[src/mrpt_pkg.sv]
// shared constants and types for the primality tester
`timescale 1ns / 1ps
package mrpt_pkg;
    localparam int NUMBER_WIDTH = 63;
    localparam int BASE_COUNT = 12;
    localparam int BASE_IDX_W = 4;
    localparam int BIT_IDX_W = 6;

    typedef logic [NUMBER_WIDTH-1:0] t_num;

    // witness bases 2..37
    function automatic logic [5:0] f_base(input logic [BASE_IDX_W-1:0] idx);
        logic [5:0] v;
        unique case (idx)
            4'd0: v = 6'd2;
            4'd1: v = 6'd3;
            4'd2: v = 6'd5;
            4'd3: v = 6'd7;
            4'd4: v = 6'd11;
            4'd5: v = 6'd13;
            4'd6: v = 6'd17;
            4'd7: v = 6'd19;
            4'd8: v = 6'd23;
            4'd9: v = 6'd29;
            4'd10: v = 6'd31;
            4'd11: v = 6'd37;
            default: v = 6'd2;
        endcase
        return v;
    endfunction

    // modular add, x < m and y < m
    function automatic t_num f_add_mod(input t_num x, input t_num y, input t_num m);
        logic [NUMBER_WIDTH:0] s;
        logic [NUMBER_WIDTH:0] t;
        s = {1'b0, x} + {1'b0, y};
        t = s - {1'b0, m};
        return (s >= {1'b0, m}) ? t[NUMBER_WIDTH-1:0] : s[NUMBER_WIDTH-1:0];
    endfunction

    typedef struct packed {
        logic start;
        logic busy;
        logic done;
    } t_mul_ctl;
endpackage

[src/mrpt_mulmod.sv]
// shift-and-add modular multiplier, one bit of b per cycle
`timescale 1ns / 1ps
module mrpt_mulmod import mrpt_pkg::*; (
    input  logic     i_clk,
    input  logic     i_rst_n,
    input  logic     i_start,
    input  t_num     i_a,
    input  t_num     i_b,
    input  t_num     i_m,
    output t_mul_ctl o_ctl,
    output t_num     o_p
);
    logic r_busy, n_busy;
    logic r_done, n_done;
    t_num r_acc, n_acc;
    t_num r_add, n_add;
    t_num r_b, n_b;

    // operands arrive already reduced below m
    always_comb begin
        n_busy = r_busy;
        n_done = 1'b0;
        n_acc = r_acc;
        n_add = r_add;
        n_b = r_b;
        if (i_start) begin
            n_busy = 1'b1;
            n_acc = '0;
            n_add = i_a;
            n_b = i_b;
        end else if (r_busy) begin
            if (r_b == '0) begin
                n_busy = 1'b0;
                n_done = 1'b1;
            end else begin
                if (r_b[0]) n_acc = f_add_mod(r_acc, r_add, i_m);
                n_add = f_add_mod(r_add, r_add, i_m);
                n_b = r_b >> 1;
            end
        end
    end

    always_ff @(posedge i_clk) begin
        if (!i_rst_n) begin
            r_busy <= 1'b0;
            r_done <= 1'b0;
        end else begin
            r_busy <= n_busy;
            r_done <= n_done;
        end
        r_acc <= n_acc;
        r_add <= n_add;
        r_b <= n_b;
    end

    assign o_ctl = '{start: i_start, busy: r_busy, done: r_done};
    assign o_p = r_acc;

`ifndef NO_ASSERTIONS
    a_done_after_busy: assert property (@(posedge i_clk) disable iff (!i_rst_n)
        r_done |-> !r_busy) else $error("done while busy");
    a_acc_below_m: assert property (@(posedge i_clk) disable iff (!i_rst_n)
        r_done |-> (r_acc < i_m)) else $error("product not reduced");
    a_start_busy: assert property (@(posedge i_clk) disable iff (!i_rst_n)
        i_start |=> r_busy) else $error("start not taken");
`endif
endmodule

[config.mk]
export PLATFORM = sky130hd
export DESIGN_NAME = mrpt_mulmod
export DESIGN_NICKNAME = d
export VERILOG_FILES = /design/src/mrpt_pkg.sv /design/src/mrpt_mulmod.sv
export SDC_FILE = /design/constraint.sdc
export NUM_CORES = 1
export LEC_CHECK = 0
export ABC_AREA = 1
export BUFFER_PORTS_ARGS = -buffer_cell sky130_fd_sc_hd__buf_4
export CORE_MARGIN = 2
export CORE_UTILIZATION = 35
export CTS_BUF_LIST = sky130_fd_sc_hd__clkbuf_4 sky130_fd_sc_hd__clkbuf_8
export CTS_CLUSTER_SIZE = 25
export DETAILED_ROUTE_END_ITERATION = 8
export PLACE_DENSITY_LB_ADDON = 0.05
export SETUP_SLACK_MARGIN = 0.05
export SLEW_MARGIN = 30
export SYNTH_ARGS = -nofsm -noshare
export SYNTH_HDL_FRONTEND = slang
export SYNTH_SLANG_ARGS = --single-unit
[constraint.sdc]
create_clock -name i_clk -period 4.1 [get_ports i_clk]
set_input_delay 0.615 -clock i_clk [delete_from_list [all_inputs] [get_ports i_clk]]
set_output_delay 0.615 -clock i_clk [all_outputs]
set_load 0.01 [all_outputs]
=== Word level (Yosys, flattened, before mapping) ===
Index checks and enable logic that the tools add are counted.
W data, S select, Z words.

* Memories: 0
* Output and inout bits: 66
* Bits in latches: 0
* Memory bits (writable): 0
* Memory bits (read-only): 0
* Register bits after elaboration: 191

* Bitwise operators: 3
* $lt $le $gt $ge: 2
* Add/sub/neg operators: 4
* Reductions and logical operators: 5
* Div/mod/pow operators: 0
* Multipliers: 0
* Multiplexer cells: 12
* Shift operators: 0
* Equal/unequal tests: 1

{| class="wikitable"
|+ Operator list
! cell !! count
|-
| $mux W63 || 8
|-
| $add A63 B63 Y64 || 2
|-
| $ge A64 B63 Y1 || 2
|-
| $sub A63 B63 Y63 || 2
|-
| $logic_not A63 Y1 || 1
|-
| $mux W1 || 4
|-
| $not A1 Y1 || 3
|-
| $reduce_and A3 Y1 || 1
|-
| $reduce_or A3 Y1 || 1
|-
| $ne A2 B2 Y1 const B || 1
|-
| $reduce_and A2 Y1 || 1
|-
| $reduce_bool A2 Y1 || 1
|}

=== Logic depth before layout (Yosys ltp) ===
* Depth in word-level cells: 6
* Mapped depth: 31
* Depth with buffers taken out: 31

=== Worst setup path before layout ===
OpenSTA, ideal clock, no wires.

* Path type: input to register
* Start: input i_start
* End: register r_add[0] (enable)
* Stages: 4
* Path slack: -297 ps
* Library setup time: 1099 ps
* Arrival: 3299 ps
* Cell sequence: clkbuf_1 > inv_2 > clkbuf_1 > nand2_1

* Cells in the longest elaborated chain, start to end: 2

{| class="wikitable"
|+ Ends and longest elaborated chain
! item !! RTL line !! source
|-
| start, declared || mrpt_mulmod.sv:6 || <nowiki>input logic i_start,</nowiki>
|-
| $ne A2 B2 Y1 (no line) or $reduce_bool A2 Y1 (tied branches) || - ||
|-
| $reduce_and A2 Y1 (no line) * || - ||
|-
| end signal, assigned || mrpt_mulmod.sv:52 || <nowiki>r_add <= n_add;</nowiki>
|-
| end, declared || mrpt_mulmod.sv:16 || <nowiki>t_num r_add, n_add;</nowiki>
|}

Every way passes the cells marked *; elsewhere a longest branch is shown, timed or not.
A chain may end at the register's enable or synchronous reset.

=== Worst setup path after layout ===
* Start: register r_add[12]
* End: register r_acc[10] (netlist: o_p[10])

* Cells in the longest elaborated chain, start to end: 3

{| class="wikitable"
|+ Ends and longest elaborated chain
! item !! RTL line !! source
|-
| $add A63 B63 Y64 || mrpt_pkg.sv:36 || <nowiki>s = {1'b0, x} + {1'b0, y};</nowiki>
|-
| $ge A64 B63 Y1 || mrpt_pkg.sv:38 || <nowiki>return (s >= {1'b0, m}) ? t[NUMBER_WIDTH-1:0] : s[NUMBER_WIDTH-1:0];</nowiki>
|-
| $mux W63 || mrpt_pkg.sv:38 ||
|-
| end signal, assigned || mrpt_mulmod.sv:51 || <nowiki>r_acc <= n_acc;</nowiki>
|-
| end, declared || mrpt_mulmod.sv:15 || <nowiki>t_num r_acc, n_acc;</nowiki>
|}

Every way passes these cells.

==> metrics.yaml <==
run_status:
  status: "finished, violations left"
  failed_checks: "setup timing"
worst_setup_path:
  crit_path_end_kind: "register"
  path_class: "reg -> reg"
  path_max_fanout: 8
  worstPathRequired_ns: 4.55
  worst_path_most_repeated_cell: "nand2_2"
  path_delay_family: "simple AND/OR/NAND/NOR gates"
  slowest_stage: "edfxtp_1"
  r2r_cells: 25
  start_kind: "register"
  path_depth: 25
  arrival_ns: 4.72
  slowest_delay_ns: 0.57
  crit_buf_inv: 6
logic_synthesis:
  synth_area_um2: 23800
  synthArstFlopShare_pct: 0
  yosysSeqAreaShare_pct: 21.3
  avgSynthCellArea_um2: 5.86
  synth_fp_nets: 4454
  netlist-cell-type-count: 47
  synth-seq-cells: 191
  syn_inst: 4070
  synth_top_flop_cell: "edfxtp_1"
  yosys_warnings: 0
  synth_edf_count: 126
clocking:
  clock_sinks: 191
  numCtsBuffers: 17
  cts_tree: "built"
  cts-htree-levels: 4
  clkTransAtPathRegs_ns: 0.12
  clk_latency_ns: 0.61
  cts-root-buf: "clkbuf_8"
  cts.path.max_buffers: 2
  postCtsHoldBufs: 0
global_route:
  grt_pass1_vias: 29500
  grt_pass1_wl_um: 175000
  overflow: 0
  antenna_found_initial: 1
  grt_usage_pct: 33.6
  grt_max_degree: 139
routing:
  post_drt_via_cell_ratio: 5.12
  avgRoutedWirePerCell_um: 20.5
  vias: 30500
  drc_errors: 0
  dr.pass1.iters: 6
  wl_um: 122000
  drtIter0Drc: 2361
  ant_nets: 0
sta:
  hold_viol: 0
  max_freq_ghz: 0.234
  tightest_slew_ns: 0.878
  fin_skew_ns: 0.0276
  drv_slew: 0
  setup_viol: 63
  period_share_pct: 104
  slew_headroom_pct: 40.9
  rsz0062_at_grt: "yes"
  fin_ws_ns: -0.169
  post-route-min-period_ns: 4.27
floorplan:
  core_area_um2: 67300
  initial_utilization_pct: 35.4
  design.die.area_um2: 70200
  rows: 95
  die_h_um: 265
  fp.dieW_um: 265
  io_pins: 258
power_and_ir_drop:
  pwr-share-seq_pct: 12.4
  powerDensity_nw_per_um2: 616
  swShare_pct: 50.8
  total_power_mw: 22.9
  p_sw_mw: 11.6
  p_int_mw: 11.3
  p_leak_nw: 18.3
  clkPwrFrac_pct: 6.0
  combPwrFrac_pct: 81.6
  vdd_drop_max_uv: 299
hold_path:
  hold_path.class: "in -> reg"
  hold_depth: 3
place:
  gp_congestion: 1.01
  dp_hpwl_um: 100000
  port_buffers: 257
  place_ws_ns: -0.635
  dp.cells: 5779
  dpl_cell_area_um2: 31600
final_layout:
  fin_area_um2: 37200
  regArea_um2: 5080
  multiInputGateArea_um2: 19800
  fillers: 6884
  nets: 5444
  fin_cells: 5947
  syn_to_final_growth_pct: 55.9
  drive_gt1_share_pct: 35.8
run:
  cap_violations: 0
-- cell usage after synthesis, drive strengths merged (2+ instances only) --
| cell | number | area share [%] |
|---|---|---|
| nand2 | 1317 | 21 |
| inv | 635 | 10 |
| nor2 | 463 | 7.4 |
| a21oi | 320 | 6.8 |
| nand3 | 283 | 6.0 |
| o21ai | 247 | 5.2 |
| ha | 189 | 9.9 |
| edfxtp | 126 | 16 |
| dfxtp | 65 | 5.5 |
| xor2 | 60 | 2.2 |
| clkbuf | 46 | 0.72 |
| xnor2 | 44 | 1.6 |
| buf | 35 | 1.0 |
| nor3 | 32 | 0.69 |
| o21bai | 32 | 1.0 |
| nand4 | 31 | 0.81 |
| nor4 | 31 | 0.84 |
| a21o | 22 | 0.69 |
| nand3b | 19 | 0.60 |
| o21a | 14 | 0.44 |
| a21boi | 12 | 0.38 |
| o211ai | 12 | 0.38 |
| a31oi | 11 | 0.29 |
| or2 | 10 | 0.26 |
| and3 | 5 | 0.13 |
| fa | 3 | 0.25 |
| nand2b | 2 | 0.052 |
-- cell families (layout without fill, tap and decap cells) --
| kind of cell | Yosys count | after routing | synth area share, % |
|---|---|---|---|
| buffers and inverters | 716 | 1718 | 11.7 |
| AO/OA/AOI/OAI | 673 | 673 | 15.2 |
| flip-flops | 191 | 191 | 21.3 |
| other | 0 | 1 | 0 |
| XOR/XNOR | 104 | 104 | 3.82 |
| AND/OR/NAND/NOR | 2194 | 2195 | 37.7 |
| adder cells (fa/ha/maj) | 192 | 192 | 10.2 |
-- final timing paths --
check | from | end | slack [ns]
worst min register to register | r_busy$_SDFF_PN0_ | r_done$_SDFF_PP0_ | 0.51
worst min-delay path | i_b[62] | r_b[62]$_SDFFCE_PN0P_ | 0.27
worst max register to register | r_add[12]$_DFFE_PP_ | o_p[10]$_SDFFE_PP0P_ | -0.17
worst max-delay path | r_add[12]$_DFFE_PP_ | o_p[10]$_SDFFE_PP0P_ | -0.17
-- sequential cells by signal, indices dropped and copies added, names as in the netlist --
register / cells
o_p: 63
r_done: 1
r_add: 63
r_b: 63
r_busy: 1
-- layout make-up --
type | count | area share, %
inverter | 635 | 6.47
multi-input combinational | 3164 | 53.3
timing repair buffer | 1051 | 22.6
clock inverter | 14 | 0.384
sequential | 191 | 13.7
clock buffer | 18 | 0.650
tap | 873 | 2.94
antenna | 1 | 0.00674
-- worst reg2reg max path: cells and delay by family, from the launching register on --
kind | cells | cell delay, ns
AO/OA/AOI/OAI | 1 | 0.08
XOR/XNOR | 1 | 0.15
adder cells (fa/ha/maj) | 2 | 0.68
buffers and inverters | 6 | 0.76
flip-flops | 1 | 0.57
AND/OR/NAND/NOR | 15 | 1.87
-- placed cells by master, fill, tap and decap left out, types with 7 or more instances in the layout --
cell         n
a21boi_0     7
a21o_1      22
a21oi_1    232
a21oi_2     69
a21oi_4     19
a31oi_1     11
buf_12      15
buf_4     1003
buf_6       18
clkbuf_8    18
dfxtp_1     65
edfxtp_1   126
ha_1        85
ha_4       100
inv_1      579
inv_2       48
inv_4        8
nand2_1   1079
nand2_2    191
nand2_4     44
nand3_1    241
nand3_2     35
nand3_4      7
nand3b_1    19
nand4_1     31
nor2_1     331
nor2_2      85
nor2_4      46
nor3_1      22
nor4_1      22
o211ai_1    12
o21a_1      13
o21ai_0    156
o21ai_1     75
o21ai_2     13
o21bai_1    22
xnor2_1     41
xor2_1      51
-- timing repair --
| item | 4_1_cts | 5_1_grt |
|---|---|---|
| gates resized for setup | 578 | 344 |
| pin swaps | 112 | 119 |
| cloned | 4 | 7 |
| setup buffers | 83 | 41 |
| setup endpoints to repair | 63 | 63 |
-- layer usage --
metal / global-route usage [%] / part of all wire [%] / routed length, um / vias up
li1: - / - / - / 15100
met1: 45.6 / 45 / 54800 / 14300
met2: 54.2 / 45 / 54900 / 921
met3: 3.67 / 5.6 / 6800 / 178
met4: 13.5 / 4.2 / 5140 / 0
met5: 0 / 0 / 0 / -
-- power groups by stage --
stage	logic, mW	registers (mW)	clock network, mW
6_report	18.7	2.83	1.37
2_1_floorplan	7.54	2.72	0
3_3_place_gp	14.4	2.88	0
3_5_place_dp	14.4	2.87	0
5_1_grt	20.0	2.84	1.46
4_1_cts	16.7	2.80	1.41
-- metrics by stage --
stage | hold WS (ns) | TNS (ns) | util [%]
after floorplan | 0.457 | 0 | -
after global placement | 0.483 | -34.10 | 46.9
after detailed placement | 0.483 | -37.17 | 47.0
after CTS | 0.215 | -0.268 | 52.6
after global routing | 0.249 | -16.65 | 55.2
final | 0.269 | -6.67 | 55.2
Power figures use the tool's default switching activity.
